<file path="src/rtl/tmmh_pkg.sv">
`default_nettype none
// ----------------------------------------------------------------------------
// tmmh_pkg
// Shared types and codes for the spectrum trace max/min hold block.
// ----------------------------------------------------------------------------
package tmmh_pkg;

  localparam int OP_W    = 2;
  localparam int IDX_W   = 12;
  localparam int LVL_W   = 16;
  localparam int ACC_W   = 18;
  localparam int MODE_W  = 2;
  localparam int PC_W    = 13;
  localparam int CFG_A_W = 1;

  localparam logic [OP_W-1:0] OP_UPDATE = 2'd0;
  localparam logic [OP_W-1:0] OP_READ   = 2'd1;
  localparam logic [OP_W-1:0] OP_OFFSET = 2'd2;
  localparam logic [OP_W-1:0] OP_CLEAR  = 2'd3;

  localparam logic [MODE_W-1:0] MODE_WRITE = 2'd0;
  localparam logic [MODE_W-1:0] MODE_MAX   = 2'd1;
  localparam logic [MODE_W-1:0] MODE_MIN   = 2'd2;

  localparam logic [CFG_A_W-1:0] CFG_HOLD_MODE   = 1'b0;
  localparam logic [CFG_A_W-1:0] CFG_POINT_COUNT = 1'b1;

  localparam logic [MODE_W-1:0] HOLD_MODE_RST   = MODE_WRITE;
  localparam logic [PC_W-1:0]   POINT_COUNT_RST = 13'd4096;

  localparam logic signed [ACC_W:0] ACC_MIN = -19'sd65536;
  localparam logic signed [ACC_W:0] ACC_MAX = 19'sd65535;

  localparam logic signed [ACC_W:0] LVL_MAX = 19'sd32767;
  localparam logic signed [ACC_W:0] LVL_MIN = -19'sd32768;

  typedef struct packed {
    logic [OP_W-1:0]         op;
    logic [IDX_W-1:0]        idx;
    logic signed [LVL_W-1:0] lvl;
    logic                    oor;
  } item_t;

  typedef struct packed {
    logic sweeping;
  } back_status_t;

endpackage

`default_nettype wire

</file>
<file path="src/rtl/tmmh_front.sv">
`default_nettype none
// ----------------------------------------------------------------------------
// tmmh_front
// Input side: accept items, flag bins outside the trace, queue them up.
// ----------------------------------------------------------------------------
module tmmh_front #(
  parameter int NUM_POINTS = 4096
) (
  input  wire logic                         s_tvalid,
  output logic                              s_tready,
  input  wire logic [31:0]                  s_tdata,  // bin_index, level
  input  wire logic [tmmh_pkg::OP_W-1:0]    s_tuser,  // operation
  input  wire logic [tmmh_pkg::PC_W-1:0]    point_count,
  input  wire tmmh_pkg::back_status_t       status,
  input  wire logic                         q_full,
  output logic                              push,
  output tmmh_pkg::item_t                   push_item
);

  localparam logic [16:0] NP = 17'(NUM_POINTS);

  logic [tmmh_pkg::IDX_W-1:0] idx;
  logic                       in_range;

  assign idx      = s_tdata[tmmh_pkg::IDX_W-1:0];
  assign in_range = (tmmh_pkg::PC_W'(idx) < point_count) && (17'(idx) < NP);

  assign s_tready = !q_full && !status.sweeping;
  assign push     = s_tvalid && s_tready;

  always_comb begin
    push_item.op  = s_tuser;
    push_item.idx = idx;
    push_item.lvl = s_tdata[tmmh_pkg::IDX_W +: tmmh_pkg::LVL_W];
    push_item.oor = !in_range;
  end

endmodule

`default_nettype wire

</file>
<file path="config.mk">
export PLATFORM = sky130hd
export DESIGN_NAME = tmmh_front
export DESIGN_NICKNAME = d
export VERILOG_FILES = /design/src/rtl/tmmh_pkg.sv /design/src/rtl/tmmh_front.sv
export SDC_FILE = /design/constraint.sdc
export NUM_CORES = 1
export LEC_CHECK = 0
export BUFFER_PORTS_ARGS = -buffer_cell sky130_fd_sc_hd__buf_4
export CAP_MARGIN = 15
export CORE_UTILIZATION = 30
export DETAILED_ROUTE_END_ITERATION = 7
export PLACE_DENSITY = 0.85
export SYNTH_ARGS = -nofsm -noshare
export SYNTH_HDL_FRONTEND = slang
export SYNTH_SLANG_ARGS = --single-unit
export TNS_END_PERCENT = 10
</file>
<file path="constraint.sdc">
create_clock -name vclk -period 2
set_clock_uncertainty 0.15 [all_clocks]
set_input_delay 0.4 -clock vclk [all_inputs]
set_output_delay 0.4 -clock vclk [all_outputs]
set_load 0.1 [all_outputs]
</file>
; ---- Word-level counts from Yosys, hierarchy flattened
; Index checks and enable logic that the tools add are counted.
[word_totals]
latch_bits = 0
mem_bits_rw = 0
out_inout_bits = 33
in_bits = 50
mem_count = 0
mem_bits_ro = 0
word_cells = 6
reg_bits = 0
[op_classes]
n_reduce_logical = 5
add_sub_neg = 0
n_eq_ne = 0
shift = 0
muxes = 0
div = 0
n_mul = 0
magnitude_cmp = 1
bitwise_logic = 0
[op_table]
columns = operator, n
row1 = 12-bit by 13-bit < comparator with 1-bit output, 1
row2 = 1-bit logical NOT, 3
row3 = 1-bit logical AND, 2

; ---- Logic depth before layout (Yosys ltp)
; Gate-level depths: netlist of run 1.
[depth]
ltp_word = 3
ltp_mapped = 6
mapped_depth_nobuf = 6

; ---- Least setup slack after synthesis of run 1
; OpenSTA, ideal clock, no wires.
[synth_path]
path_type = input to output
start = input port status
end = output port push
path_slack_ns = -1.135
stages = 2
required_ns = 1.450
n_path_buf = 0
t_arrival_ns = 2.585
path_cell_list = nor2_1 -> and2_1
[synth_between]
elab_chain_cells = 3
[synth_lines]
columns = element, line
row1 = from (decl), tmmh_front.sv:14  ; input wire tmmh_pkg::back_status_t status,
row2 = 1-bit logical NOT, tmmh_front.sv:28  ; assign s_tready = !q_full && !status.sweeping;
row3 = 1-bit logical AND, tmmh_front.sv:28
row4 = 1-bit logical AND, tmmh_front.sv:29  ; assign push = s_tvalid && s_tready;
row5 = to (decl), tmmh_front.sv:16  ; output logic push,
; No other way between the ends.

==> key figures, run 1 <==
Timing
  – Max-slew violation count: 0
  – Fmax: 0.477 GHz
  – Crit path time final: 2.10 ns
  – Final worst setup slack: -0.0974 ns
  – Final setup fails: 1
  – Hold Fails Final Rpt: 0
  – Tcrit/Tclk final: 105%
  – Worst slew pin tran: 0.281 ns
  – Setup_tns: -0.0974 ns
  – RSZ-0062 raised after global routing: yes
  – Worst rel slew slack: 81.4%

Power
  – Overall power: 0.000266 W
  – P_leak: 0.398 nW
  – VDD IR-drop max: 0.000161 V
  – P per Cell Area: 358 mW/mm^2

Cells and area
  – Reg area: 0 um^2
  – Layout net count: 149
  – Layout area overhead: 44.5%
  – Seq cells: 0
  – Clock buffer cells: 0
  – Cell area after layout: 743 um^2
  – Layout cells sized above 1: 66.3%
  – Most frequent cells in the layout: buf_4 (39), inv_1 (7), ha_1 (6)
  – Ant. Diodes: 0
  – Commonest non-fill, non-tap cell in the layout: buf_4

Routing
  – Post-DRT Antenna Nets: 0
  – DRT Wirelength: 1.17 mm
  – 1st-iter DRT viols: 9
  – Post-route DRC violation count: 6
  – Via-to-Cell Ratio: 4.76
  – Total number of vias: 486
  – Drt first pass iters: 5
  – DR WL/cell: 11.4 um

Floorplan
  – Die ar.: 0.00188 mm^2
  – Die width: 43.4 um
  – Starting Density: 33.0%
  – Die Ht: 43.4 um
  – I/O pins: 83
  – # rows: 14
  – Core ar.: 0.00156 mm^2

Flow run
  – MaxCap Viol Count: 0

Logic synthesis
  – Post-Synth XOR/XNOR Area: 0%
  – Post-synth top area share: 43.8%
  – Main combinational cell family by area after synthesis: buffers and inverters
  – Syn_nets: 134
  – Average cell area after synthesis: 7.04 um^2
  – Seq/Total Area, Yosys: 0%
  – Synthesized-area fraction occupied by and/or/nand/nor cells: 8.76%
  – Ys Warns: 0
  – Mapped Cells: 73
  – Synth area leaders: buf_4 (44%), ha_1 (27%), inv_1 (8.8%)
  – Unique masters post-synth: 14
  – Cell Area, Synth: 514 um^2
  – Post-Synth Adder-Cell Area: 26.8%
  – Post-synth top area cell: buf_4
  – Compound-Gate Fraction of Synth Area: 11.9%
  – Mux cell area share after synthesis: 0%

Global route
  – First-pass GRT wire length: 1.99 mm
  – GRT Total Usage: 13.2%
  – Met2 Use GR: 29.1%
  – Largest net degree at the start of global routing: 4
  – Initial antenna violation count: 0
  – Vias in the first global route: 521
  – GR Layer Usage met3: 0.833%
  – Met1 usage: 12.4%
  – Overflow after GRT: 0
  – GR peak layer: met2

Worst setup path
  – Worst Setup End Kind: primary output
  – Worst setup path category: in2out
  – Worst Path Max Fanout: 3
  – WP data required: 1.45 ns
  – Setup crit start: point_count[3]
  – Critical path launch point type: primary input
  – Critical Path AT: 1.55 ns

Place
  – Port-buffer cells: 43
  – Detail Placement HPWL: 972 um
  – Routability cong.: 0.598
  – Placed cell area: 659 um^2
  – DP Worst Slack: -0.320 ns

Hold path
  – Min-Delay Path Class: in2out
  – Hold_sp: s_tuser[0]

Status
  – Violated checks: design-rule violations, negative setup slack
  – Status: finished, violations left

Clock network
  – Hold-fix buffers, CTS: 0
  – Post-CTS Setup Repair Bufs: 0
==> Yosys cell counts <==
cell type and instances:
buf_4 30, inv_1 12, ha_1 11, a21oi_1 5
nand2_1 3, nor2_1 3, nand3_1 2, a21boi_1 1
a21o_1 1, and2_1 1, nand4_1 1, o211ai_1 1
o21ai_0 1, o311ai_1 1
==> metal layers <==
metal	up-vias	wire length [um]
met3	10	106
met5	-	0
li1	232	-
met1	219	319
met4	0	29
met2	25	710
==> metrics by stage <==
step	util, %	hold WS [ns]	std cells
after floorplan	-	0.824	73
after global placement	42.3	0.651	102
after detailed placement	42.3	0.651	102
after CTS	47.0	0.651	102
after global routing	47.7	0.650	102
final	47.7	0.650	102
==> kinds of logic (layout without fill, tap and decap cells) <==
group / after synthesis / after routing
AO/OA/AOI/OAI: 10 / 10
buffers and inverters: 42 / 55
adder cells (fa/ha/maj): 11 / 11
AND/OR/NAND/NOR: 10 / 10
==> repair_timing <==
action / 4_1_cts / 5_1_grt
endpoints found under the hold margin: 0 / 0
setup endpoints to repair: 1 / 1
pin swaps: 7 / 0
gates resized for setup: 15 / 2
==> power breakdown <==
| part | total [W] | internal (W) | switching [W] | leakage, nW |
|---|---|---|---|---|
| Sequential | 0 | 0 | 0 | 0 |
| Clock | 0 | 0 | 0 | 0 |
| Combinational | 0.000266 | 0.0000913 | 0.000175 | 0.398 |
==> worst paths after layout <==
check	to	slack (ns)	depth (start not counted)
hold / removal	push_item[29]	0.65	0
setup / recovery	push_item[0]	-0.1	8
==> area by class of cell <==
type | count | area (um^2)
fill | 162 | 816
inverter | 12 | 62.6
multi-input combinational | 31 | 323
timing repair buffer | 43 | 338
tap | 16 | 20.0
==> critical path, stage by stage <==
cell and delay [ns]:
buf_6 0.10, inv_4 0.05, ha_4 0.20, a21oi_2 0.12, a21boi_1 0.08, o311ai_2 0.23, o211ai_1 0.15, buf_6 0.21
No activity file was read; power rests on OpenSTA's default activity.
==> run 2, diff against run 1 <==
ABC_AREA = 1   (was unset)
CORE_UTILIZATION = 32   (was 30)
==> run 2 against run 1 <==
Net effect:
- the flow now finishes without violations
- setup slack gained 0.12 ns
- global-route usage fell by 1.9 points
- count of clock-buffer cells in the layout stayed put
- total power rose by 13%
- first-iteration DRC count down 67%
- sequential share of layout area unchanged
- wire length is 18% higher
- fmax increased by 6.1%
- largest power group unchanged
==> key figures, run 2 <==
Status
  – Status: complete, no violations

Cells and area
  – Seq cells: 0
  – Clock buffer cells: 0
  – Final Non-Filler Cells: 132
  – Fill count: 147
  – Commonest non-fill, non-tap cell in the layout: buf_4
  – Layout net count: 171
  – Layout cells sized above 1: 63.9%
  – Layout area overhead: 53.2%
  – Ant. Diodes: 0
  – Most frequent cells in the layout: buf_4 (43), nand2_1 (17), inv_1 (15)
  – Reg area: 0 um^2

Power
  – Overall power: 0.000301 W
  – P_leak: 0.489 nW
  – P per Cell Area: 342 mW/mm^2
  – VDD IR-drop max: 0.000147 V

Routing
  – DRT Wirelength: 1.38 mm
  – Post-route DRC violation count: 0
  – Via-to-Cell Ratio: 4.27
  – Drt first pass iters: 4
  – Total number of vias: 564
  – DR WL/cell: 10.4 um
  – Post-DRT Antenna Nets: 0
  – 1st-iter DRT viols: 3

Logic synthesis
  – Post-synth top area cell: buf_4
  – Ys Warns: 0
  – Most frequent cell after synthesis: buf_4
  – Post-synth top area share: 39.2%
  – Mapped Cells: 92
  – Seq/Total Area, Yosys: 0%
  – Syn_nets: 153
  – Average cell area after synthesis: 6.24 um^2
  – Cell Area, Synth: 574 um^2
  – Unique masters post-synth: 11
  – Synth area leaders: buf_4 (39%), ha_1 (24%), nand2_1 (13%)
  – Post-synth top cells: buf_4 (30), nand2_1 (20), inv_1 (19)

Floorplan
  – # rows: 14
  – I/O pins: 83
  – Die width: 44.4 um
  – Die Ht: 44.4 um
  – Starting Density: 36.0%
  – Core ar.: 0.00159 mm^2
  – Die ar.: 0.00197 mm^2

Timing
  – Final setup fails: 0
  – Worst slew pin tran: 0.281 ns
  – Hold Fails Final Rpt: 0
  – Crit path time final: 1.98 ns
  – Max-slew violation count: 0
  – Tcrit/Tclk final: 98.8%
  – Final worst setup slack: 0.0240 ns
  – Worst rel slew slack: 81.4%
  – Fmax: 0.506 GHz

Worst setup path
  – Worst setup path category: in2out
  – Crit-path most repeated cell: nand2_2
  – Worst Path Max Fanout: 2
  – Crit-path cells: buf_6 > ha_4 > inv_4 > nor2_4 > nand3_2 > nor2_1 > nand2_2 > nand2_2 > buf_12
  – Critical Path AT: 1.43 ns
  – Worst Setup End Kind: primary output
  – WP data required: 1.45 ns
  – Critical Path Max Stage Delay: 0.26 ns
  – Delay-heaviest family, CP: simple AND/OR/NAND/NOR gates
  – Critical path launch point type: primary input
  – Critical-path top delay cell: ha_4
  – WP buf/inv: 3

Place
  – Routability cong.: 0.655
  – Detail Placement HPWL: 1.07 mm
  – DP Worst Slack: -0.0618 ns
  – Port-buffer cells: 43
  – Placed insts: 132

Global route
  – Overflow after GRT: 0
  – GRT Total Usage: 11.3%
  – Vias in the first global route: 494
  – Largest net degree at the start of global routing: 4
  – First-pass GRT wire length: 1.77 mm
  – Initial antenna violation count: 0

Clock network
  – Post-CTS Setup Repair Bufs: 0
  – Hold-fix buffers, CTS: 0

Flow run
  – MaxCap Viol Count: 0

Hold path
  – Min-Delay Path Class: in2out
## run 2: metrics by stage
step,TNS [ns],utilization (%),instance area [um^2],hold WS [ns]
final,0,55.2,880,0.650
after global placement,-0.0414,45.9,732,0.651
after global routing,-0.0389,55.2,880,0.650
after detailed placement,-0.0618,45.9,732,0.651
after floorplan,-0.357,-,582,0.822
after CTS,0,47.1,751,0.651
## run 2: per-layer routing
| metal | up-vias | global-route usage (%) | wire length, um |
|---|---|---|---|
| met1 | 242 | 9.02 | 358 |
| met5 | - | 0 | 0 |
| li1 | 278 | - | - |
| met3 | 10 | 0.816 | 138 |
| met4 | 0 | 6.06 | 28 |
| met2 | 34 | 25.3 | 853 |
## run 2: area by class of cell
| cell class | count | area (um^2) | share of cell area (%) |
|---|---|---|---|
| inverters | 19 | 76.3 | 8.68 |
| multi-input cells | 43 | 408 | 46.4 |
| well taps | 24 | 30.0 | 3.41 |
| repair buffers | 46 | 365 | 41.5 |
## run 2: path summary, 6_finish.rpt
kind | start | endpoint | slack [ns] | depth (start not counted)
max | s_tdata[11] | push_item[0] | 0.02 | 9
min | s_tdata[12] | push_item[1] | 0.65 | 0
## run 2: cells by family after synthesis
family | Yosys count | share of synthesized area [%]
buf+inv | 49 | 51.6
simple gates | 29 | 21.8
fa+ha+maj | 11 | 24.0
compound gates | 3 | 2.61
## run 2: where the power goes
| group | leakage [nW] | total (W) | internal, W | switching (W) |
|---|---|---|---|---|
| clock | 0 | 0 | 0 | 0 |
| sequential | 0 | 0 | 0 | 0 |
| combinational | 0.489 | 0.000301 | 0.000108 | 0.000193 |
## run 2: repair_timing
action,in CTS,in global routing
resized for setup,5,22
endpoints found under the setup margin,1,1
pin swaps,0,9
==> run 3, diff against run 2 <==
GPL_TIMING_DRIVEN = 0   (was unset)
==> run 3 against run 2 <==
Net effect:
- total power increased by 71%
- via count rose by 32%
- sequential cell count unchanged
- wire length up 28%
- core utilization grew 21 points
- non-clock buffer count grew 46
- critical endpoint unchanged
- combinational power is 71% higher
==> key figures, run 3 (synthesis results as in run 2) <==
Timing
  – Hold Fails Final Rpt: 0
  – Max-slew violation count: 0
  – Crit path time final: 1.99 ns
  – Worst rel slew slack: 81.3%
  – Fmax: 0.504 GHz
  – RSZ-0062 raised after global routing: yes
  – Final worst setup slack: 0.0143 ns
  – Worst slew pin tran: 0.282 ns
  – Tcrit/Tclk final: 99.3%
  – Final setup fails: 0

Cells and area
  – Reg area: 0 um^2
  – Layout cells sized above 1: 72.1%
  – Seq cells: 0
  – Clock buffer cells: 0
  – Fill count: 122
  – Ant. Diodes: 0
  – Commonest non-fill, non-tap cell in the layout: buf_4
  – Layout net count: 217
  – Layout area overhead: 112%
  – Most frequent cells in the layout: buf_4 (89), nand2_1 (18), inv_1 (17)

Hold path
  – Hold depth: 2
  – Min-Delay Path Class: in2out
  – Hold_sp: s_tdata[12]
  – Worst hold endpoint: push_item[1]

Routing
  – Post-route DRC violation count: 0
  – Post-DRT Antenna Nets: 0
  – DR WL/cell: 9.88 um
  – Via-to-Cell Ratio: 4.19
  – 1st-iter DRT viols: 5
  – Drt first pass iters: 2
  – Total number of vias: 745
  – DRT Wirelength: 1.76 mm

Power
  – Clock share of power: 0%
  – Switch share: 67.7%
  – P per Cell Area: 423 mW/mm^2
  – Pint: 0.000166 W
  – Overall power: 0.000516 W
  – Logic pwr share: 100.0%
  – Flop pwr share: 0%
  – Switching power of the nets: 0.000350 W
  – VDD IR-drop max: 0.000328 V
  – P_leak: 0.707 nW

Place
  – DP Worst Slack: -0.0521 ns
  – Port-buffer cells: 61
  – Routability cong.: 0.705
  – Detail Placement HPWL: 1.39 mm

Worst setup path
  – Crit-path cells: buf_8 > ha_4 > inv_4 > nor2_4 > nand3_2 > nor2_1 > nand2_1 > nand2_2 > buf_12
  – Delay-heaviest family, CP: simple AND/OR/NAND/NOR gates
  – Worst setup path category: in2out
  – Critical Path Max Stage Delay: 0.27 ns
  – Critical Path AT: 1.44 ns
  – WP data required: 1.45 ns
  – Worst Setup End Kind: primary output
  – Critical-path top delay cell: ha_4
  – WP buf/inv: 3
  – Critical path launch point type: primary input
  – Worst Path Max Fanout: 2

Floorplan
  – Die ar.: 0.00197 mm^2
  – I/O pins: 83
  – # rows: 14
  – Die Ht: 44.4 um
  – Die width: 44.4 um
  – Starting Density: 36.0%
  – Core ar.: 0.00159 mm^2

Global route
  – GRT Total Usage: 14.8%
  – Vias in the first global route: 653
  – Overflow after GRT: 0
  – First-pass GRT wire length: 2.30 mm
  – Largest net degree at the start of global routing: 4
  – Initial antenna violation count: 0

Flow run
  – MaxCap Viol Count: 0

Status
  – Status: complete, no violations

Clock network
  – Hold-fix buffers, CTS: 0
[run 3: repair_timing]
action	CTS	global route
cloned	0	0
pin swaps	0	8
setup buffers	0	1
gates resized for setup	3	21
setup endpoints to repair	1	1
[run 3: final cells by class]
| class | instances | area (um^2) | share of cell area [%] |
|---|---|---|---|
| buffer | 30 | 225 | 18.5 |
| inverter | 19 | 76.3 | 6.26 |
| multi-input combinational | 43 | 399 | 32.7 |
| tap | 24 | 30.0 | 2.46 |
| timing repair buffer | 62 | 489 | 40.1 |
[run 3: how the worst max path moves through the flow]
| stage | start | end | slack (ns) | depth (start not counted) |
|---|---|---|---|---|
| after floorplan | point_count[8] | push_item[0] | -0.19 | 8 |
| after global placement | s_tdata[4] | push_item[0] | -0.03 | 9 |
| after detailed placement | s_tdata[8] | push_item[0] | -0.05 | 9 |
| after CTS | s_tdata[8] | push_item[0] | 0.002 | 9 |
| after global routing | point_count[8] | push_item[0] | -0.05 | 10 |
| final | s_tdata[11] | push_item[0] | 0.01 | 9 |
[run 3: metal layers]
metal / vias up / routed length (um) / global-route usage (%)
li1: 370 / - / -
met1: 315 / 563 / 12.7
met2: 58 / 991 / 35.0
met3: 2 / 186 / 1.22
met4: 0 / 15 / 1.82
met5: - / 0 / 0
[run 3: power groups by stage]
| stage | clock network, W | logic, W | registers, W |
|---|---|---|---|
| 6_report | 0 | 0.000516 | 0 |
| 5_1_grt | 0 | 0.000543 | 0 |
| 4_1_cts | 0 | 0.000479 | 0 |
| 3_5_place_dp | 0 | 0.000472 | 0 |
| 3_3_place_gp | 0 | 0.000465 | 0 |
| 2_1_floorplan | 0 | 0.000361 | 0 |
[run 3: stage by stage]
step / hold slack (ns) / utilization, % / setup TNS (ns) / area (um^2) / instances
6_report: 0.977 / 76.5 / 0 / 1220 / 178
5_1_grt: 0.978 / 76.5 / -0.0531 / 1220 / 178
4_1_cts: 0.977 / 67.9 / 0 / 1080 / 177
3_5_place_dp: 0.977 / 67.1 / -0.0521 / 1070 / 177
3_3_place_gp: 0.977 / 67.1 / -0.0348 / 1070 / 177
2_1_floorplan: 0.822 / - / -0.357 / 582 / 92
