--- config.mk ---
export PLATFORM = sky130hd
export DESIGN_NAME = tmmh_queue
export DESIGN_NICKNAME = d
export VERILOG_FILES = /design/src/rtl/tmmh_pkg.sv /design/src/rtl/tmmh_queue.sv
export SDC_FILE = /design/constraint.sdc
export NUM_CORES = 1
export LEC_CHECK = 0
export ABC_AREA = 1
export CAP_MARGIN = 20
export CELL_PAD_IN_SITES_DETAIL_PLACEMENT = 1
export CELL_PAD_IN_SITES_GLOBAL_PLACEMENT = 1
export CORE_MARGIN = 2
export CORE_UTILIZATION = 46
export CTS_CLUSTER_DIAMETER = 150
export DETAILED_ROUTE_END_ITERATION = 7
export DONT_BUFFER_PORTS = 1
export HOLD_SLACK_MARGIN = 0.08
export PLACE_DENSITY = 0.72
export SLEW_MARGIN = 10
export SYNTH_ARGS = -nofsm -noshare
export SYNTH_HDL_FRONTEND = slang
export SYNTH_SLANG_ARGS = --single-unit
--- constraint.sdc ---
create_clock -name clk -period 2 [get_ports clk]
set_input_delay 0.3 -clock clk [delete_from_list [all_inputs] [get_ports clk]]
set_output_delay 0.3 -clock clk [all_outputs]
set_load 0.01 [all_outputs]
--- src/rtl/tmmh_pkg.sv ---
`default_nettype none
// ----------------------------------------------------------------------------
// tmmh_pkg
// Shared types and codes for the spectrum trace max/min hold block.
// ----------------------------------------------------------------------------
package tmmh_pkg;

  localparam int OP_W    = 2;
  localparam int IDX_W   = 12;
  localparam int LVL_W   = 16;
  localparam int ACC_W   = 18;
  localparam int MODE_W  = 2;
  localparam int PC_W    = 13;
  localparam int CFG_A_W = 1;

  localparam logic [OP_W-1:0] OP_UPDATE = 2'd0;
  localparam logic [OP_W-1:0] OP_READ   = 2'd1;
  localparam logic [OP_W-1:0] OP_OFFSET = 2'd2;
  localparam logic [OP_W-1:0] OP_CLEAR  = 2'd3;

  localparam logic [MODE_W-1:0] MODE_WRITE = 2'd0;
  localparam logic [MODE_W-1:0] MODE_MAX   = 2'd1;
  localparam logic [MODE_W-1:0] MODE_MIN   = 2'd2;

  localparam logic [CFG_A_W-1:0] CFG_HOLD_MODE   = 1'b0;
  localparam logic [CFG_A_W-1:0] CFG_POINT_COUNT = 1'b1;

  localparam logic [MODE_W-1:0] HOLD_MODE_RST   = MODE_WRITE;
  localparam logic [PC_W-1:0]   POINT_COUNT_RST = 13'd4096;

  localparam logic signed [ACC_W:0] ACC_MIN = -19'sd65536;
  localparam logic signed [ACC_W:0] ACC_MAX = 19'sd65535;

  localparam logic signed [ACC_W:0] LVL_MAX = 19'sd32767;
  localparam logic signed [ACC_W:0] LVL_MIN = -19'sd32768;

  typedef struct packed {
    logic [OP_W-1:0]         op;
    logic [IDX_W-1:0]        idx;
    logic signed [LVL_W-1:0] lvl;
    logic                    oor;
  } item_t;

  typedef struct packed {
    logic sweeping;
  } back_status_t;

endpackage

`default_nettype wire

--- src/rtl/tmmh_queue.sv ---
`default_nettype none
// ----------------------------------------------------------------------------
// tmmh_queue
// Two-entry queue of classified items between the front and the back part.
// ----------------------------------------------------------------------------
module tmmh_queue (
  input  wire logic            clk,
  input  wire logic            rst,
  input  wire logic            push,
  input  wire tmmh_pkg::item_t push_item,
  input  wire logic            pop,
  output tmmh_pkg::item_t      head,
  output logic                 full,
  output logic                 empty
);

  tmmh_pkg::item_t slots [2];
  logic            wptr;
  logic            rptr;
  logic [1:0]      count;

  assign head  = slots[rptr];
  assign full  = (count == 2'd2);
  assign empty = (count == 2'd0);

  always_ff @(posedge clk) begin
    if (push) begin
      slots[wptr] <= push_item;
    end
  end

  always_ff @(posedge clk) begin
    if (rst) begin
      wptr  <= 1'b0;
      rptr  <= 1'b0;
      count <= 2'd0;
    end else begin
      if (push) begin
        wptr <= ~wptr;
      end
      if (pop) begin
        rptr <= ~rptr;
      end
      if (push && !pop) begin
        count <= count + 2'd1;
      end else if (pop && !push) begin
        count <= count - 2'd1;
      end
    end
  end

endmodule

`default_nettype wire

== After elaboration in Yosys (flattened, before gate mapping) ==
Memory sizes are Yosys's and may differ from the RTL's. A register that Yosys moved wholly into a read port is not among the register bits.
Cells that the tools add are included.
Storage, ports and cells
  bits in writable memories: 62
  register bits: 4
  memories kept: 1
  output and inout bits: 33
  bits of input ports: 35
Memory list
  slots: words 2, bits a word 31, read ports 1, clocked after memory_dff 1, wr ports 1, RTL line tmmh_queue.sv:17  | tmmh_pkg::item_t slots [2];
Cells by class
  eq/ne operators: 1
  reductions and logical operators: 6
  bitwise logic cells: 2
  add/sub/neg operators: 2
  mux-type cells: 6
Operators by type and width (number)
  $mux W1: 4
  $mux W2: 2
  $add A2 B1 Y2 const B: 1
  $eq A2 B2 Y1 const B: 1
  $logic_and A1 B1 Y1: 2
  $logic_not A1 Y1: 2
  $logic_not A2 Y1: 1
  $not A1 Y1: 2
  $reduce_bool A2 Y1: 1
  $sub A2 B1 Y2 const B: 1

== Depth between registers and ports, before layout ==
Gate-level depths: netlist of run 1.
  word-level depth: 4
  gate-level depth with buffers: 8
  gate-level depth less buffers: 8

== Worst setup path before layout of run 1 ==
OpenSTA, ideal clock, no wires.
  path kind: in2reg
  start point: in push
  end point: mem slots[0][0] in the netlist's numbering, enable pin
  arrival time: 1.647 ns
  setup slack: -0.067 ns
  cell stages on the path: 2
  path buffers: 0
  path through: inv_1 > nor2_1
On the way
  cells in the longest elaborated chain, start to end: 2
RTL lines
  start: declaration: RTL line tmmh_queue.sv:9  | input wire logic push,
  $mux W1: RTL line tmmh_queue.sv:27  | if (push) begin
  $mux W1 (not written as such): RTL line tmmh_queue.sv:28  | slots[wptr] <= push_item;
  end: declaration: RTL line tmmh_queue.sv:17
No other way between the ends.

==> results.json, run 1 <==
{
  "outcome": "completed",
  "cts_sinks": 67,
  "p_int_mw": 2.45,
  "clk_pin_slew_ns": 0.07,
  "setup_violations": 0,
  "arrival_ns": 1.34,
  "io_pins": 68,
  "postSynthCellCount": 129,
  "port_buffers": 0,
  "synth-seq-area-share_pct": 79.4,
  "finalSetupTns_ns": 0,
  "synth_area_per_cell_um2": 19.2,
  "crit_type": "flip-flop to output port",
  "fmax_mhz": 610,
  "finClkSkew_ns": 0.00814,
  "period_needed_ns": 1.64,
  "p_clk_share_pct": 37.5,
  "cts_root_buffer": "clkbuf_8",
  "synth_area_leaders": "edfxtp_1 75%, mux2_2 14%, dfxtp_1 4.1%, inv_1 1.4%, buf_6 1.4%",
  "antenna_found_initial": 0,
  "p_comb_share_pct": 9.6,
  "place_hpwl_um": 2850,
  "drcViolationCount": 0,
  "drive_above_1_share_pct": 27.9,
  "grt_max_degree": 21,
  "synth_cell_types": 14,
  "startpoint_type": "flip-flop",
  "overflow": 0,
  "die-area_mm2": 0.00597,
  "ys_seq_elements": 67,
  "postCtsSetupBuffers": 0,
  "nets": 210,
  "worst_pin_slew_ns": 0.433,
  "wire_per_inst_um": 17.4,
  "switchingPower_uw": 649,
  "max_slew_margin_pct": 71.0,
  "cp_slowest_cell": "mux2_2",
  "cpPeakStageDelay_ns": 0.42,
  "clk_path_buf_depth": 2,
  "htreeDepth": 3,
  "synth-warning-count": 0,
  "start_util_pct": 48.1,
  "rsz0062_at_grt": "false",
  "power.leakage_nw": 1.09,
  "clock_latency_ns": 0.33,
  "drt-vias-per-instance": 4.92,
  "syn_area_mm2": 0.00247,
  "endpoint_kind": "output port",
  "maxCapViolCount": 0,
  "die_h_um": 77.3,
  "swShare_pct": 21.0,
  "cts_resized": 0,
  "syn_nets": 165,
  "drv_slew": 0,
  "syn_to_final_growth_pct": 25.9,
  "grt_first_pass_wirelength_um": 6950,
  "postRouteWirelength_um": 4340,
  "dp_slack_ns": 0.692,
  "via_count": 1224,
  "seq_power_share_pct": 53.0,
  "first_global_vias": 1361,
  "path_max_fanout": 19,
  "yosys.area.top_type": "edfxtp_1",
  "gp_congestion": 0.600,
  "diodes": 0,
  "final_hold_viol_count": 0,
  "row_count": 26,
  "regArea_mm2": 0.00196,
  "ant_nets": 0,
  "layout_setup_ws_ns": 0.360,
  "ir_drop_uv": 570,
  "cts_tree": "done",
  "grtUsageTotal_pct": 16.1,
  "drtPass1Iterations": 4,
  "path_cells": "buf_4 -> mux2_2",
  "drt_iter0_drc": 67,
  "die_w_um": 77.3,
  "min_path_type": "input pin to flip-flop",
  "core_area_mm2": 0.00514,
  "required_ns": 1.70,
  "multiInputGateArea_um2": 449,
  "synth_top_area_share_pct": 75.3,
  "fill_cells": 495,
  "numCtsBuffers": 9,
  "p_per_area_mw_per_mm2": 995,
  "post-route-period-util_pct": 82.0
}
## worst paths after layout
kind | startpoint | end | slack (ns) | depth (start not counted)
setup / recovery | flip-flop | head[18] | 0.36 | 2
hold / removal | rst | count[1] | 0.14 | 3
setup reg to reg | wptr | slots[0][17] | 0.75 | 2
hold reg to reg | rptr | rptr | 0.53 | 2
## cell usage in the layout, fill, tap and decap left out, drive strengths merged, types with 2 or more instances in the layout
cell type and count:
clkinv 3, bufinv 2, edfxtp 62, dlygate4sd3 32, clkbuf 10, nor2 7
dfxtp 5, nand2 5, buf 5, mux2 31, inv 9
## critical path: cells and delay by family (launching register included)
| kind | cells | cell delay [ns] |
|---|---|---|
| muxes | 1 | 0.42 |
| buffers and inverters | 1 | 0.27 |
| DFF | 1 | 0.33 |
## timing repair
item / 4_1_cts / 5_1_grt
endpoints found under the setup margin: 0 / 0
endpoints found under the hold margin: 65 / 0
hold buffers: 32 / 0
## final cells by class
cell class                      count  share of cell area [%]
Tap cell                           70                    2.82
Inverter                            9                    1.09
Sequential cell                    67                    63.1
Clock buffer                       10                    4.10
Multi-Input combinational cell     50                    14.4
Clock inverter                      6                    2.57
Timing Repair Buffer               37                    11.9
## layer usage
layer | part of all wire, % | global-route usage [%]
met5 | 0 | 0
met4 | 0.83 | 6.96
met3 | 5.6 | 6.71
met2 | 56 | 26.9
met1 | 38 | 18.0
## power by group through the flow
stage	sequential (mW)	clock (mW)	combinational, mW
2_1_floorplan	1.66	0	0.196
3_3_place_gp	1.66	0	0.234
3_5_place_dp	1.67	0	0.241
4_1_cts	1.64	1.20	0.303
5_1_grt	1.65	1.24	0.322
6_report	1.64	1.16	0.296
## stage by stage
| stage | area, um2 | hold slack (ns) | std cells | util (%) | total power [mW] |
|---|---|---|---|---|---|
| after floorplan | 2470 | 0.372 | 129 | - | 1.86 |
| after global placement | 2580 | 0.375 | 201 | 50.2 | 1.90 |
| after detailed placement | 2580 | 0.383 | 201 | 50.2 | 1.91 |
| after CTS | 3110 | 0.114 | 249 | 60.5 | 3.14 |
| after global routing | 3110 | 0.117 | 249 | 60.5 | 3.21 |
| final | 3110 | 0.143 | 249 | 60.5 | 3.09 |
## cell usage after synthesis, drive strengths merged
master,instances
a21oi,1
buf,3
dfxtp,5
edfxtp,62
ha,1
inv,9
mux2,31
nand2,5
nand3,1
nand4,1
nor2,7
nor3,1
o21ai,1
xnor2,1
## state kept, by name, indices dropped and copies added, names as in the netlist, named ones only
register	flops
rptr	1
slots	62
wptr	1
count	2
## logic make-up after synthesis
kind of cell	share of synthesized area, %
DFF	79.4
buffers and inverters	2.73
AOI/OAI and AO/OA	0.405
muxes	14.1
xor gates and xnor gates	0.354
and+or+nand+nor	2.48
adders and majority gates	0.506
(Power assumes the default switching activity.)
==> run 2, diff against run 1 <==
==> constraint.sdc (replaced) <==
create_clock -name clk -period 1.5 [get_ports clk]
set_input_delay 0.225 -clock clk [delete_from_list [all_inputs] [get_ports clk]]
set_output_delay 0.225 -clock clk [all_outputs]
set_load 0.01 [all_outputs]
==> results.json, run 2 (synthesis gave the netlist of run 1 again) <==
{
  "outcome": "completed",
  "via_count": 1250,
  "endpoint_kind": "output port",
  "fmax_mhz": 680,
  "numCtsBuffers": 9,
  "crit_type": "flip-flop to output port",
  "wire_per_inst_um": 17.8,
  "postCtsSetupBuffers": 0,
  "setup_violations": 0,
  "post-route-period-util_pct": 98.0,
  "r2r_slack_ns": 0.28,
  "startpoint_type": "flip-flop",
  "cts_sinks": 67,
  "power.leakage_nw": 1.11,
  "arrival_ns": 1.25,
  "postRouteWirelength_um": 4490,
  "row_count": 26,
  "core_area_mm2": 0.00514,
  "drt_iter0_drc": 63,
  "max_slew_margin_pct": 83.3,
  "worstReg2RegStart": "rptr",
  "ir_drop_uv": 835,
  "drcViolationCount": 0,
  "drtPass1Iterations": 4,
  "die-area_mm2": 0.00597,
  "final_util_pct": 61.1,
  "reg2reg_depth": 3,
  "place_hpwl_um": 2760,
  "rsz0062_at_grt": "true",
  "grt_first_pass_wirelength_um": 7130,
  "syn_to_final_growth_pct": 27.0,
  "die_w_um": 77.3,
  "grt_max_degree": 33,
  "gp_congestion": 0.621,
  "antenna_found_initial": 0,
  "largestRegisters": "slots x62, count x2",
  "fill_cells": 487,
  "ant_nets": 0,
  "drt-vias-per-instance": 4.96,
  "overflow": 0,
  "drive_above_1_share_pct": 29.1,
  "clock_latency_ns": 0.33,
  "cpPeakStageDelay_ns": 0.38,
  "cts_tree": "done",
  "top_register": "slots",
  "critical_path.endpoint": "head[24]",
  "first_global_vias": 1419,
  "p_per_area_mw_per_mm2": 1280,
  "min_path_type": "input pin to flip-flop",
  "layout_common_cells": "62 x edfxtp_1, 34 x dlygate4sd3_1, 31 x mux2_2, 9 x inv_1, 9 x clkbuf_8",
  "io_pins": 68,
  "required_ns": 1.27,
  "clk_path_buf_depth": 2,
  "grtUsageTotal_pct": 16.4,
  "drv_slew": 0,
  "worst_pin_slew_ns": 0.250,
  "finalNonFillerCells": 252,
  "layout.cells.most_common": "edfxtp_1",
  "port_buffers": 0,
  "path_cells": "buf_12 -> mux2_2",
  "period_needed_ns": 1.47,
  "htreeDepth": 3,
  "dp.cells": 201,
  "cp_slowest_cell": "dfxtp_4",
  "maxCapViolCount": 0,
  "diodes": 0,
  "clk_pin_slew_ns": 0.06,
  "cts_root_buffer": "clkbuf_8",
  "path_max_fanout": 16,
  "finClkSkew_ns": 0.00989,
  "final_hold_viol_count": 0,
  "nets": 213,
  "largest_reg_flops": 62,
  "start_util_pct": 48.1,
  "die_h_um": 77.3
}
run 2: cell types whose count changed in the layout (fill, tap and decap cells not counted), sizes merged:
cell | previous run | this run
clkinv | 3 | 4
dlygate4sd3 | 32 | 34
clkinvlp | 1 | 0
bufinv | 2 | 1
buf | 5 | 6
clkbuf | 10 | 11
run 2: stage by stage:
stage | TNS [ns] | hold slack [ns] | worst slack, ns | area, um2 | power [mW]
after global placement | 0 | 0.300 | 0.277 | 2590 | 2.54
after CTS | 0 | 0.0863 | 0.00188 | 3140 | 4.05
after global routing | -0.0819 | 0.0814 | -0.0108 | 3140 | 4.17
final | 0 | 0.0971 | 0.0296 | 3140 | 4.01
after detailed placement | 0 | 0.304 | 0.247 | 2590 | 2.56
after floorplan | 0 | 0.297 | 0.0514 | 2480 | 2.48
run 2: cell type report:
| cell class | count | area (um2) | area share, % |
|---|---|---|---|
| sequential | 67 | 1970 | 62.6 |
| inverter | 9 | 33.8 | 1.08 |
| timing repair buffer | 40 | 418 | 13.3 |
| clock buffer | 11 | 131 | 4.18 |
| tap | 70 | 87.6 | 2.79 |
| clock inverter | 5 | 53.8 | 1.71 |
| multi-input combinational | 50 | 449 | 14.3 |
run 2: per-layer routing:
metal | GRT usage, % | vias to the layer above | wire length (um)
met5 | 0 | - | 0
met4 | 9.11 | 0 | 103
met3 | 4.59 | 11 | 233
met2 | 27.8 | 44 | 2400
met1 | 18.6 | 616 | 1760
li1 | - | 579 | -
run 2: how the worst min path moves through the flow:
stage / to / cells past startpoint / from
floorplan: flip-flop / 1 / rst
global placement: rptr / 1 / rst
detailed placement: rptr / 1 / rst
CTS: rptr / 2 / pop
global route: rptr / 2 / pop
finish: rptr / 2 / pop
run 2: repair_timing:
item,CTS,global route
setup endpoints to repair,27,16
endpoints found under the hold margin,67,0
gates resized for setup,5,0
hold buffers,34,0
cloned,1,0
run 2: power by group:
part,switching [mW],leakage (nW),internal (mW),total [mW]
combinational,0.216,0.387,0.202,0.418
clock,0.644,0.0971,0.763,1.41
sequential,0.0344,0.624,2.16,2.19
total,0.895,1.11,3.12,4.01
run 2: worst max-delay path: cells and delay by family, from the launching register on:
family | cells | cell delay [ns]
multiplexers | 1 | 0.38
buffers and inverters | 1 | 0.16
flip-flops | 1 | 0.38
==> run 3, diff against run 2 <==
--- a/config.mk
+++ b/config.mk
@@ -5,7 +5,7 @@
 export SDC_FILE = /design/constraint.sdc
 export NUM_CORES = 1
 export LEC_CHECK = 0
-export ABC_AREA = 1
+export ABC_AREA = 0
 export CAP_MARGIN = 20
 export CELL_PAD_IN_SITES_DETAIL_PLACEMENT = 1
 export CELL_PAD_IN_SITES_GLOBAL_PLACEMENT = 1
==> results.json, run 3 <==
{
  "outcome": "finished, violations left",
  "violations": "setup timing",
  "synth_edf_count": 62,
  "layout.cells.most_common": "edfxtp_1",
  "clock_latency_ns": 0.34,
  "synth_area_leaders": "edfxtp_1 77%, mux2_2 14%, dfxtp_1 4.1%, nor2_1 0.77%, xnor2_1 0.72%",
  "yosys.area.top_type": "edfxtp_1",
  "ys_seq_elements": 67,
  "dp_slack_ns": 0.232,
  "yosysMostFrequentCell": "edfxtp_1",
  "grt_first_pass_wirelength_um": 7750,
  "drtPass1Iterations": 4,
  "startpoint_type": "flip-flop",
  "layout_setup_ws_ns": -0.0189,
  "worstHoldStart": "pop",
  "nets": 204,
  "ir_drop_uv": 817,
  "die_h_um": 76.7,
  "min_path_type": "input pin to flip-flop",
  "p_per_area_mw_per_mm2": 1400,
  "switchingPower_uw": 958,
  "start_util_pct": 47.6,
  "synth_cell_types": 15,
  "final_util_pct": 65.3,
  "synth-warning-count": 0,
  "die-area_mm2": 0.00589,
  "cp_top_family": "flip-flops",
  "cts_tree": "done",
  "grt_max_degree": 20,
  "die_w_um": 76.7,
  "cpPeakStageDelay_ns": 0.45,
  "crit_type": "flip-flop to output port",
  "gp_congestion": 0.653,
  "final_area_mm2": 0.00334,
  "cts_root_buffer": "clkbuf_8",
  "period_needed_ns": 1.52,
  "drive_above_1_share_pct": 32.4,
  "synth_ff_type": "edfxtp_1",
  "overflow": 0,
  "syn_nets": 154,
  "maxCapViolCount": 0,
  "row_count": 26,
  "swShare_pct": 20.5,
  "numCtsBuffers": 9,
  "worst_pin_slew_ns": 0.260,
  "p_clk_share_pct": 41.1,
  "finalSetupTns_ns": -0.152,
  "via_count": 1228,
  "first_global_vias": 1408,
  "postRouteWirelength_um": 5160,
  "drcViolationCount": 0,
  "layout_common_cells": "62 x edfxtp_1, 34 x dlygate4sd3_1, 28 x mux2_4, 9 x clkbuf_8, 5 x nor2_1",
  "postCtsSetupBuffers": 0,
  "syn_area_mm2": 0.00243,
  "core_area_mm2": 0.00511,
  "cp_slowest_cell": "dfxtp_4",
  "clk_pin_slew_ns": 0.07,
  "synthTopCellsByCount": "62 x edfxtp_1, 31 x mux2_2, 5 x dfxtp_1, 5 x nor2_1, 3 x buf_2",
  "synth_top_area_share_pct": 76.5,
  "drt-vias-per-instance": 5.05,
  "holdWs_ns": 0.114,
  "finClkSkew_ns": 0.00357,
  "seq_power_share_pct": 47.7,
  "path_max_fanout": 7,
  "worstReg2RegStart": "rptr",
  "largestRegisters": "slots x62, count x2",
  "p_comb_share_pct": 11.2,
  "diodes": 0,
  "clk_path_buf_depth": 2,
  "max_slew_margin_pct": 82.7,
  "synth_area_per_cell_um2": 20.6,
  "p_int_mw": 3.72,
  "grtUsageTotal_pct": 18.5,
  "path_cells": "clkbuf_16 -> mux2_4",
  "top_register": "slots",
  "ys_async_sr_fraction_pct": 0,
  "setup_violations": 19,
  "crit_buf_inv": 1,
  "ant_nets": 0,
  "drt_iter0_drc": 87,
  "place_hpwl_um": 2810,
  "post-route-period-util_pct": 101,
  "synth-seq-area-share_pct": 80.6,
  "required_ns": 1.27,
  "dpl-instance-area_mm2": 0.00257,
  "wire_per_inst_um": 21.2,
  "final_hold_viol_count": 0,
  "antenna_found_initial": 0,
  "cts_sinks": 67,
  "htreeDepth": 3,
  "drv_slew": 0,
  "fmax_mhz": 658,
  "largest_reg_flops": 62,
  "postSynthCellCount": 118,
  "io_pins": 68,
  "fill_cells": 437,
  "rsz0062_at_grt": "true",
  "endpoint_kind": "output port",
  "arrival_ns": 1.29,
  "port_buffers": 0,
  "syn_to_final_growth_pct": 37.1,
  "power.leakage_nw": 1.23
}
[run 3: changes by cell type after synthesis]
| cell | delta |
|---|---|
| nor2_1 | -2 |
| buf_2 | +3 |
| nand3_1 | -1 |
| nor2b_1 | +1 |
| and2_1 | +1 |
| inv_1 | -8 |
| nand4_1 | -1 |
| xor2_1 | +2 |
| xnor2_1 | +1 |
| buf_6 | -3 |
| or3_1 | +1 |
| and2b_2 | +1 |
| nand2_1 | -5 |
| nor3_1 | -1 |
[run 3: final cells by class]
class,instances,area (um2),share of cell area [%]
Sequential cell,67,1970,58.9
Multi-Input combinational cell,47,567,17.0
Clock inverter,6,128,3.82
Clock buffer,10,128,3.82
Tap cell,70,87.6,2.62
Timing Repair Buffer,42,458,13.7
Inverter,1,3.75,0.112
[run 3: path summary, 6_finish.rpt]
path               end  slack, ns  depth (start not counted)
max           head[19]      -0.02                          2
min          flip-flop       0.11                          2
max reg2reg       rptr       0.21                          3
min reg2reg   count[1]       0.52                          2
[run 3: power by group through the flow]
stage          Combinational [mW]  Sequential, mW  Clock (mW)
2_1_floorplan               0.269            2.24           0
3_3_place_gp                0.333            2.25           0
3_5_place_dp                0.342            2.26           0
4_1_cts                     0.480            2.23        1.95
5_1_grt                     0.559            2.25        2.04
6_report                    0.524            2.23        1.92
[run 3: logic make-up after synthesis]
group                    count (synthesis)  share of synthesized area, %
AND/OR/NAND/NOR                          9                          1.90
adder cells (fa/ha/maj)                  1                         0.514
AO/OA/AOI/OAI                            2                         0.411
multiplexers                            31                          14.3
flip-flops                              67                          80.6
buffers and inverters                    4                         0.771
XOR/XNOR                                 4                          1.44
[run 3: through the flow]
stage               power (mW)  std cells
detailed placement        2.60        191
global placement          2.58        191
finish                    4.68        243
global route              4.84        243
floorplan                 2.51        118
CTS                       4.66        242
[run 3: worst register-to-register path, stage by stage, from the launching register on]
cell	delay [ns]
dfxtp_1	0.31
xnor2_1	0.23
nor2_1	0.07
dlygate4sd3_1	0.57
[run 3: repair_timing]
item	in CTS	in global routing
cloned	1	1
endpoints found under the setup margin	28	28
gates resized for setup	18	15
endpoints found under the hold margin	67	0
pin swaps	0	0
hold buffers	34	0
[run 3: per-layer routing]
| layer | vias to the layer above | track usage [%] | share of wire, % |
|---|---|---|---|
| met5 | - | 0 | 0 |
| met4 | 0 | 12.4 | 3.0 |
| met3 | 13 | 6.12 | 5.0 |
| met2 | 45 | 29.4 | 52 |
| met1 | 617 | 21.4 | 40 |
| li1 | 553 | - | - |
